## src/hdl/vrle_pkg.sv

```systemverilog
// package for the voxel run-length decoder
// widths, header bit positions and the run result type; no dependencies
package vrle_pkg;

	// field widths
	localparam int CODE_W  = 8;
	localparam int KIND_W  = 2;
	localparam int POS_W   = 16;
	localparam int LEN_W   = 17;
	localparam int HI_W    = 4;
	localparam int SHORT_W = 5;

	// packed stream widths, tdata filled up to whole bytes
	localparam int M_DATA_W = ((POS_W + LEN_W + 7) / 8) * 8;
	localparam int M_USER_W = 8;

	// chunk size register
	localparam logic [LEN_W-1:0] VOXEL_COUNT_RESET = 17'h10000;
	localparam logic [LEN_W-1:0] POS_SPAN          = 17'h10000;
	localparam int               MAX_VOXELS_DEF    = 65536;

	// header byte layout
	localparam int KIND_LSB = 6;
	localparam int LONG_BIT = 5;
	localparam int NULL_BIT = 4;

	// block kinds
	localparam logic [KIND_W-1:0] KIND_AIR = 2'd0;

	// one decoded run
	typedef struct packed {
		logic [KIND_W-1:0] kind;
		logic [POS_W-1:0]  start;
		logic [LEN_W-1:0]  length;
		logic              done;
	} run_t;

endpackage

```

## src/hdl/vrle_decode.sv

```systemverilog
// header decode, chunk fill state and run clipping for the voxel decoder
// depends on vrle_pkg
module vrle_decode import vrle_pkg::*; #(
	parameter int MAX_VOXELS = MAX_VOXELS_DEF
) (
	input  logic              clk,
	input  logic              arst_n,
	input  logic              cfg_wr_en,
	input  logic [LEN_W-1:0]  cfg_wr_data,
	input  logic              fire,
	input  logic [CODE_W-1:0] code,
	output logic              emit,
	output run_t              run
);

	// largest chunk that the position counter can address
	localparam logic [LEN_W-1:0] CAP =
		(MAX_VOXELS < 65536) ? LEN_W'(MAX_VOXELS) : POS_SPAN;

	logic [LEN_W-1:0]  voxel_count_q;
	logic [POS_W-1:0]  fill_q;
	logic              await_q;
	logic [KIND_W-1:0] held_kind_q;
	logic [HI_W-1:0]   held_hi_q;

	logic [LEN_W-1:0]  lim;
	logic [LEN_W-1:0]  pos;
	logic [LEN_W-1:0]  room;
	logic [LEN_W-1:0]  count;
	logic [LEN_W-1:0]  len;
	logic [LEN_W-1:0]  pos_next;
	logic [KIND_W-1:0] kind;
	logic              is_run;
	logic              hold;
	logic              done;

	// effective chunk size and start of the next run
	always_comb begin
		if (voxel_count_q == '0) begin
			lim = LEN_W'(1);
		end else if (voxel_count_q > CAP) begin
			lim = CAP;
		end else begin
			lim = voxel_count_q;
		end
		pos  = ({1'b0, fill_q} >= lim) ? '0 : {1'b0, fill_q};
		room = lim - pos;
	end

	// header decode: low byte of a long run, terminator, short, long or null header
	always_comb begin
		kind   = code[KIND_LSB +: KIND_W];
		count  = '0;
		is_run = 1'b0;
		hold   = 1'b0;
		priority if (await_q) begin
			kind   = held_kind_q;
			count  = LEN_W'({held_hi_q, code});
			is_run = 1'b1;
		end else if (code == '0) begin
			kind   = KIND_AIR;
			count  = room;
			is_run = 1'b1;
		end else if (!code[LONG_BIT]) begin
			count  = LEN_W'(code[SHORT_W-1:0]);
			is_run = 1'b1;
		end else if (!code[NULL_BIT]) begin
			hold   = 1'b1;
		end else begin
			is_run = 1'b0;
		end
	end

	// clip at the chunk end
	always_comb begin
		len      = (count < room) ? count : room;
		done     = (len == room);
		pos_next = pos + len;
		emit     = is_run && (count != '0);
	end

	assign run.kind   = kind;
	assign run.start  = pos[POS_W-1:0];
	assign run.length = len;
	assign run.done   = done;

	// chunk state
	always_ff @(posedge clk or negedge arst_n) begin
		if (!arst_n) begin
			voxel_count_q <= VOXEL_COUNT_RESET;
			fill_q        <= '0;
			await_q       <= 1'b0;
			held_kind_q   <= '0;
			held_hi_q     <= '0;
		end else if (cfg_wr_en) begin
			voxel_count_q <= cfg_wr_data;
			fill_q        <= '0;
			await_q       <= 1'b0;
		end else if (fire) begin
			await_q <= hold;
			if (hold) begin
				held_kind_q <= kind;
				held_hi_q   <= code[HI_W-1:0];
			end
			if (emit) begin
				fill_q <= done ? '0 : pos_next[POS_W-1:0];
			end
		end
	end

	// the fill position stays inside the chunk once it has been consumed
	a_fill_in_chunk: assert property (@(posedge clk) disable iff (!arst_n)
		fire && emit && !cfg_wr_en |=> ({1'b0, fill_q} < lim))
		else $error("fill position outside chunk");

	// a run that ends the chunk restarts it at index zero
	a_done_restart: assert property (@(posedge clk) disable iff (!arst_n)
		fire && emit && done && !cfg_wr_en |=> (fill_q == '0))
		else $error("chunk not restarted after fill");

	// a configuration write drops a pending long header
	a_cfg_clears: assert property (@(posedge clk) disable iff (!arst_n)
		cfg_wr_en |=> (!await_q && fill_q == '0))
		else $error("config write left decode state");

	// an emitted run never passes the chunk end
	a_run_clipped: assert property (@(posedge clk) disable iff (!arst_n)
		emit |-> (pos + len <= lim))
		else $error("run passes chunk end");

endmodule

```

## src/hdl/voxel_rle_run_decoder_unit.sv

```systemverilog
// top level of the voxel run-length decoder: input word register, decode, result register
// depends on vrle_pkg and vrle_decode
//
// Decodes a stream of run-length code bytes into voxel runs of one block kind each,
// given as a linear start index, a length clipped at the chunk end, and tlast when
// the run fills the chunk or a zero header terminates it. One byte is taken every
// cycle while the run stream is not stalled; a result word passes the input word
// register, the single decode stage and the result register before it turns valid
// on the master side, and bytes that give no run (long header, null header, zero
// count) produce no word. While the master side is stalled, the result register
// holds and the input word register takes a byte only while it is empty. The chunk
// size register may be written only while no byte is in flight; a write restarts
// the chunk at index zero.
module voxel_rle_run_decoder_unit import vrle_pkg::*; #(
	parameter int MAX_VOXELS = MAX_VOXELS_DEF
) (
	input  logic                clk,
	input  logic                arst_n,
	// chunk size register, voxel_count
	input  logic                cfg_wr_en,
	input  logic [LEN_W-1:0]    cfg_wr_data,
	// code byte stream
	input  logic                s_tvalid,
	output logic                s_tready,
	input  logic [CODE_W-1:0]   s_tdata,   // [7:0] code_byte
	// run stream
	output logic                m_tvalid,
	input  logic                m_tready,
	output logic [M_DATA_W-1:0] m_tdata,   // [15:0] run_start, [32:16] run_length
	output logic [M_USER_W-1:0] m_tuser,   // [1:0] block_kind
	output logic                m_tlast    // chunk_done
);

	logic              v_s1;
	logic [CODE_W-1:0] code_s1;
	logic              adv;
	logic              fire;
	logic              emit;
	run_t              run;
	run_t              run_q;

	// pipeline advance
	assign adv      = !m_tvalid || m_tready;
	assign fire     = v_s1 && adv;
	assign s_tready = !v_s1 || adv;

	// input word register
	always_ff @(posedge clk or negedge arst_n) begin
		if (!arst_n) begin
			v_s1 <= 1'b0;
		end else if (s_tready) begin
			v_s1 <= s_tvalid;
		end
	end

	always_ff @(posedge clk) begin
		if (s_tvalid && s_tready) begin
			code_s1 <= s_tdata;
		end
	end

	// decode stage
	vrle_decode #(
		.MAX_VOXELS(MAX_VOXELS)
	) u_decode (
		.clk         (clk),
		.arst_n      (arst_n),
		.cfg_wr_en   (cfg_wr_en),
		.cfg_wr_data (cfg_wr_data),
		.fire        (fire),
		.code        (code_s1),
		.emit        (emit),
		.run         (run)
	);

	// result register
	always_ff @(posedge clk or negedge arst_n) begin
		if (!arst_n) begin
			m_tvalid <= 1'b0;
		end else if (adv) begin
			m_tvalid <= fire && emit;
		end
	end

	always_ff @(posedge clk) begin
		if (fire && emit) begin
			run_q <= run;
		end
	end

	// pack the output word
	assign m_tdata = M_DATA_W'({run_q.length, run_q.start});
	assign m_tuser = M_USER_W'(run_q.kind);
	assign m_tlast = run_q.done;

	// a result word never carries an empty run
	a_no_empty_run: assert property (@(posedge clk) disable iff (!arst_n)
		m_tvalid |-> (run_q.length != '0))
		else $error("empty run on output");

endmodule
```

## config.mk

```make
export PLATFORM = sky130hd
export DESIGN_NAME = voxel_rle_run_decoder_unit
export DESIGN_NICKNAME = d
export VERILOG_FILES = /design/src/hdl/vrle_pkg.sv /design/src/hdl/vrle_decode.sv /design/src/hdl/voxel_rle_run_decoder_unit.sv
export SDC_FILE = /design/constraint.sdc
export NUM_CORES = 1
export LEC_CHECK = 0
export ABC_AREA = 1
export BUFFER_PORTS_ARGS = -buffer_cell sky130_fd_sc_hd__buf_2
export CAP_MARGIN = 15
export CELL_PAD_IN_SITES_DETAIL_PLACEMENT = 1
export CELL_PAD_IN_SITES_GLOBAL_PLACEMENT = 1
export CORE_MARGIN = 8
export CORE_UTILIZATION = 44
export DETAILED_ROUTE_END_ITERATION = 12
export GPL_TIMING_DRIVEN = 0
export PLACE_DENSITY_LB_ADDON = 0.1
export SYNTH_ARGS = -nofsm -noshare
export SYNTH_HDL_FRONTEND = slang
export SYNTH_SLANG_ARGS = --single-unit
```

## constraint.sdc

```tcl
create_clock -name clk -period 10 [get_ports clk]
set_input_delay 2.5 -clock clk [delete_from_list [all_inputs] [get_ports clk]]
set_output_delay 2.5 -clock clk [all_outputs]
set_load 0.02 [all_outputs]
```

==> results of run 1 <==
sequential cells by signal (all words and copies together) (netlist names), 2 cells and up:
register / count
m_tuser: 2
u_decode.held_hi_q: 4
u_decode.held_kind_q: 2
u_decode.fill_q: 16
u_decode.voxel_count_q: 17
m_tdata: 33
code_s1: 8
cell usage in the layout, fill, tap and decap left out, types with 34 or more instances in the layout:
master / netlist / routed
inv_1: 162 / 161
nand2_1: 278 / 278
edfxtp_1: 44 / 44
dfrtp_1: 41 / 41
nor2_1: 67 / 66
buf_2: 0 / 66
ha_1: 63 / 63
o21ai_0: 44 / 43
a21oi_1: 34 / 34
nand3_1: 60 / 60
report_power, final:
group	switching, mW	internal [mW]
Combinational	0.345	0.150
Clock	0.150	0.219
Sequential	0.0252	0.433
routing by layer:
metal | wire (microns) | vias up | global-route usage
li1 | - | 3163 | -
met1 | 10200 | 2994 | 0.285
met2 | 9860 | 136 | 0.369
met3 | 941 | 33 | 0.0348
met4 | 471 | 0 | 0.0764
met5 | 0 | - | 0
synth_stat cells (5+ instances only):
master	instances
nand3b_1	6
nand4_1	19
buf_4	15
nor4_1	6
xnor2_1	8
ha_1	63
nand3_1	60
a21oi_1	34
nor2_1	67
edfxtp_1	44
buf_6	7
o21ai_0	44
nand3_2	13
a21o_1	5
xor2_1	6
clkbuf_1	6
inv_1	162
dfrtp_1	41
nand2_1	278
inv_2	7
final timing paths:
check | startpoint | end | slack, ns
max | u_decode.voxel_count_q[3] | u_decode.fill_q[11] | 1.16
max in group asynchronous | arst_n | u_decode.fill_q[2] | 7.05
max reg2reg | u_decode.voxel_count_q[3] | u_decode.fill_q[11] | 1.16
min | u_decode.held_hi_q[0] | u_decode.held_hi_q[0] | 0.49
min in group asynchronous | arst_n | u_decode.held_kind_q[1] | 2.31
min reg2reg | u_decode.held_hi_q[0] | u_decode.held_hi_q[0] | 0.49
metrics by stage:
stage                     instance area [sq um]  power, mW  worst slack (ns)
after floorplan                            6920      0.800              2.66
after global placement                     7510      0.936             0.690
after detailed placement                   7510      0.953             0.460
after CTS                                  7830       1.33             0.391
after global routing                       7830       1.40             0.305
final                                      7830       1.32              1.16
what timing repair did:
action / in CTS / in global routing
hold buffers: 0 / 0
endpoints found under the setup margin: 0 / 9
resized for setup: 0 / 3
cells by family after synthesis:
family / synth area share
fa+ha+maj: 0.120
simple gates: 0.306
xor+xnor: 0.0178
buf+inv: 0.124
compound gates: 0.0848
mux: 0.00164
other cells: 0.000545
flops: 0.345
worst max-delay path, delay by kind of cell, from the launching register on:
| kind | cells | cell delay, ns |
|---|---|---|
| adder cells (fa/ha/maj) | 4 | 1.51 |
| flip-flops | 1 | 0.38 |
| AO/OA/AOI/OAI | 9 | 2.06 |
| AND/OR/NAND/NOR | 25 | 3.52 |
| XOR/XNOR | 1 | 0.21 |
| buffers and inverters | 8 | 1.09 |
area by class of cell:
class	count	area (sq um)	share of cell area
multi-input combinational	666	3700	0.472
sequential	86	2370	0.303
inverter	169	638	0.0815
timing repair buffer	66	330	0.0422
tap	211	264	0.0337
clock buffer	10	229	0.0293
buffer	27	210	0.0269
clock inverter	5	85.1	0.0109
==> results.toml, run 1 <==
[run]
drv_cap = 0

[finish]
syn_to_final_growth_pct = 13.8
instances_no_fill = 1240
fin_nets = 1120
final_util = 0.513
drive_gt1_frac = 0.140
fill_cells = 2000
diodes = 0

[yosys]
synth_cell_types = 47
ys_warn_count = 0
synth_area_leader_cell = "edfxtp_1"
yosysTopAreaCellShare = 0.192
ys_seq_area_frac = 0.345
ys_async_sr_fraction = 0.488
synth.area.top_cells = "edfxtp_1 19%, nand2_1 15%, dfrtp_1 15%, ha_1 11%, inv_1 8.8%"
syn_avg_cell_area_sq_um = 7.33
synth_edf_count = 44
ys_ff_latch = 86
synth.cell_area_sq_mm = 0.00688
syn_inst = 938
synth_flop_cell = "edfxtp_1"

[critical_path]
cpPeakStageDelay_ns = 0.53
path_max_fanout = 19
crit_arrival_ns = 9.14
critPathLaunchType = "register"
crit_required_ns = 10.30
crit_type = "register to register"
ff2ff_path_depth = 47
cpMostUsedCell = "nand2_1"
end_kind = "register"
cpMaxStageDelayCell = "fa_1"

[cts]
clock_sinks = 86
cts_root_buf = "clkbuf_16"
post_cts_buffers = 0
tritoncts = "built"
htreeDepth = 3
clock_latency_ns = 0.35
numCtsBuffers = 9
clk_pin_slew_ns = 0.07
clk_path_buf_depth = 2

[timing]
finalHoldViolations = 0
clock_skew_ns = 0.0123
post-route-period-util = 0.884
max_freq_mhz = 113
timing.hold.ws_ns = 0.486
rsz0062_at_grt = "false"
setup-violations-final = 0
finalMaxSlewViolations = 0
maxSlewHeadroom = 0.332
tightest_slew_ns = 1.00
min_period_ns = 8.84
setup_tns_ns = 0

[drt]
vias_per_cell = 5.10
antenna_left = 0
wl_per_cell_microns = 17.3
wl_mm = 21.5
first_iter_violations = 310
drcViolationCount = 0
vias = 6326
drt_first_pass_iters = 4

[die]
core_sq_mm = 0.0153
die_x_microns = 141
initial_core_util = 0.451
fp-row-count = 45
die_y_microns = 141
die_area_sq_mm = 0.0199
io_pins = 81

[place]
numPlacedInstances = 1227
port_buffers = 66
gp_congestion = 0.892
place_hpwl_mm = 17.5

[status]
status = "finished clean"

[global_routing]
grt_first_pass_wirelength_mm = 34.1
grt_antenna_before_repair = 0
grt_overflow = 0
grt_usage = 0.221
grt_max_degree = 43
grt_pass1_vias = 6547

[min_path]
whs_path_depth = 2
hold_path.class = "register to register"

[pwr]
p_leak_nw = 4.41
irDropWorstVdd_v = 0.000122
powerDensity_mw_per_mm2 = 169
Note: power is estimated with default switching activity, not from simulation.
==> run 2, diff against run 1 <==
--- a/config.mk
+++ b/config.mk
@@ -5,15 +5,13 @@
 export SDC_FILE = /design/constraint.sdc
 export NUM_CORES = 1
 export LEC_CHECK = 0
-export ABC_AREA = 1
 export BUFFER_PORTS_ARGS = -buffer_cell sky130_fd_sc_hd__buf_2
 export CAP_MARGIN = 15
 export CELL_PAD_IN_SITES_DETAIL_PLACEMENT = 1
 export CELL_PAD_IN_SITES_GLOBAL_PLACEMENT = 1
 export CORE_MARGIN = 8
-export CORE_UTILIZATION = 44
+export CORE_UTILIZATION = 50
 export DETAILED_ROUTE_END_ITERATION = 12
-export GPL_TIMING_DRIVEN = 0
 export PLACE_DENSITY_LB_ADDON = 0.1
 export SYNTH_ARGS = -nofsm -noshare
 export SYNTH_HDL_FRONTEND = slang
==> constraint.sdc (replaced) <==
create_clock -name clk -period 10.3 [get_ports clk]
set_input_delay 2.575 -clock clk [delete_from_list [all_inputs] [get_ports clk]]
set_output_delay 2.575 -clock clk [all_outputs]
set_load 0.02 [all_outputs]
==> run 2 against run 1 <==
Compared with the run above:
- critical path type unchanged
- worst hold slack better by 0.035 ns
- design area shrank 5.1%
- clock skew grew 0.0012 ns
- die area is 13% lower
- largest power group is now registers
- first-iteration DRC count increased by 41%
- via count is 8.6% lower
- maximum frequency decreased by 7.7%
- total power is 14% lower
- non-clock buffer count decreased by 19
- global-route usage up 2.6 points
- count of clock-buffer cells in the layout rose by 1
- sequential power decreased by 9.4%
==> results.toml, run 2 <==
[critical_path]
r2r_end = "u_decode.fill_q[15]"
path_max_fanout = 23
reg2reg_slack_ns = 0.73
crit_required_ns = 10.57
startpoint = "u_decode.voxel_count_q[16]"
worst-path-stages = 41
crit_arrival_ns = 9.84
crit_type = "register to register"
r2r_start = "u_decode.voxel_count_q[16]"
crit_buf_inv = 4
cpLargestDelayFamily = "compound AO/OA/AOI/OAI gates"
end_kind = "register"
cpMaxStageDelayCell = "dfstp_2"
timing.critical_path.to = "u_decode.fill_q[15]"
critPathLaunchType = "register"
cpMostUsedCell = "o21ai_0"
cpPeakStageDelay_ns = 0.56
ff2ff_path_depth = 41

[pwr]
pwr-share-seq = 0.367
p_leak_nw = 3.53
switching_share = 0.359
comb_power_share = 0.330
irDropWorstVdd_v = 0.0000670
powerDensity_mw_per_mm2 = 152
p_clk_frac = 0.304
internal-power_mw = 0.725
p_switching_mw = 0.407

[cts]
ctsHoldBuffers = 0
clock_latency_ns = 0.36
clk_path_buf_depth = 2
clk_pin_slew_ns = 0.07
tritoncts = "built"
clock_sinks = 86
numCtsBuffers = 9
cts_root_buf = "clkbuf_16"
htreeDepth = 3

[global_routing]
grt_antenna_before_repair = 0
grt_first_pass_wirelength_mm = 34.3
grt_max_degree = 43
grt_overflow = 0
grt_pass1_vias = 6270
grt_usage = 0.247

[drt]
drt_first_pass_iters = 5
vias_per_cell = 6.13
antenna_left = 0
vias = 5784
wl_per_cell_microns = 22.4
drcViolationCount = 0
first_iter_violations = 437
wl_mm = 21.1

[yosys]
synth_cell_types = 93
ys_warn_count = 0
synth.cell_area_sq_mm = 0.00668
yosysTopAreaCellShare = 0.198
synth_area_leader_cell = "edfxtp_1"
ys_async_sr_fraction = 0.488
synth.area.top_cells = "edfxtp_1 20%, dfrtp_1 15%, ha_1 12%, mux2_2 4.0%, nand2_1 3.9%"
ys_ff_latch = 86
syn_avg_cell_area_sq_um = 9.50
ys_seq_area_frac = 0.356
synth_edf_count = 44
syn_inst = 703
synth_common_cells = "69 x nand2_1, 63 x ha_1, 48 x inv_1"
synth_flop_cell = "edfxtp_1"
synth_most_common_cell = "nand2_1"

[timing]
maxSlewHeadroom = 0.434
min_period_ns = 9.57
tightest_slew_ns = 0.846
setup-violations-final = 0
post-route-period-util = 0.929
max_freq_mhz = 104
finalMaxSlewViolations = 0
finalHoldViolations = 0
timing.hold.ws_ns = 0.521
clock_skew_ns = 0.0135
rsz0062_at_grt = "false"
setup_tns_ns = 0

[finish]
instances_no_fill = 944
mostFrequentLayoutCell = "nand2_1"
fill_cells = 1541
syn_to_final_growth_pct = 11.3
drive_gt1_frac = 0.201
largest_register_ffs = 33
diodes = 0
fin_nets = 858
layout_common_cells = "68 x nand2_1, 67 x buf_2, 63 x ha_1"
finalInstanceArea_sq_mm = 0.00743
final_util = 0.566

[status]
status = "finished clean"

[place]
gp_congestion = 0.916
numPlacedInstances = 924
place_hpwl_mm = 16.1
post_dp_cell_area_sq_mm = 0.00708
port_buffers = 67

[die]
die_y_microns = 132
initial_core_util = 0.508
io_pins = 81
fp-row-count = 42
die_x_microns = 132
die_area_sq_mm = 0.0173
core_sq_mm = 0.0131

[min_path]
hold_path.class = "register to register"

[run]
drv_cap = 0
[run 2: cells by family after synthesis]
kind of cell | synth area share
AO/OA/AOI/OAI | 0.211
XOR/XNOR | 0.0232
adder cells (fa/ha/maj) | 0.124
buffers and inverters | 0.0609
flip-flops | 0.356
multiplexers | 0.0480
other | 0.000562
AND/OR/NAND/NOR | 0.177
[run 2: power by group through the flow]
stage | logic, mW | clock network, mW | registers (mW)
after floorplan | 0.264 | 0 | 0.422
after global placement | 0.345 | 0 | 0.420
after detailed placement | 0.361 | 0 | 0.421
after CTS | 0.369 | 0.346 | 0.415
after global routing | 0.407 | 0.360 | 0.419
final | 0.373 | 0.344 | 0.415
[run 2: per-layer routing]
layer	track usage	routed length (microns)	vias to the layer above
li1	-	-	2675
met1	0.308	9160	2916
met2	0.416	10400	147
met3	0.0434	944	46
met4	0.0964	584	0
met5	0	0	-
[run 2: repair_timing]
item                       in CTS  in global routing
setup buffers                   0                  3
setup endpoints to repair       0                  5
resized for setup               0                  5
[run 2: cell type report]
class / instances / area, sq um / area share
sequential: 86 / 2370 / 0.319
clock inverter: 5 / 58.8 / 0.00791
inverter: 49 / 184 / 0.0247
timing repair buffer: 74 / 400 / 0.0539
multi-input combinational: 543 / 3950 / 0.532
clock buffer: 11 / 243 / 0.0327
tap: 176 / 220 / 0.0296
[run 2: per-stage QoR]
stage	setup slack (ns)	power (mW)
after global placement	1.20	0.765
after global routing	0.0545	1.19
after detailed placement	0.849	0.782
after floorplan	2.21	0.687
final	0.729	1.13
after CTS	0.567	1.13
[run 2: worst min-delay path by stage]
stage / start / end / cells after the start
final: u_decode.held_kind_q[1] / u_decode.held_kind_q[1] / 1
after global routing: u_decode.fill_q[0] / u_decode.fill_q[0] / 1
after CTS: u_decode.held_kind_q[1] / u_decode.held_kind_q[1] / 1
after detailed placement: u_decode.fill_q[0] / u_decode.fill_q[0] / 1
after global placement: u_decode.held_kind_q[0] / u_decode.held_kind_q[0] / 1
after floorplan: u_decode.fill_q[0] / u_decode.fill_q[0] / 1
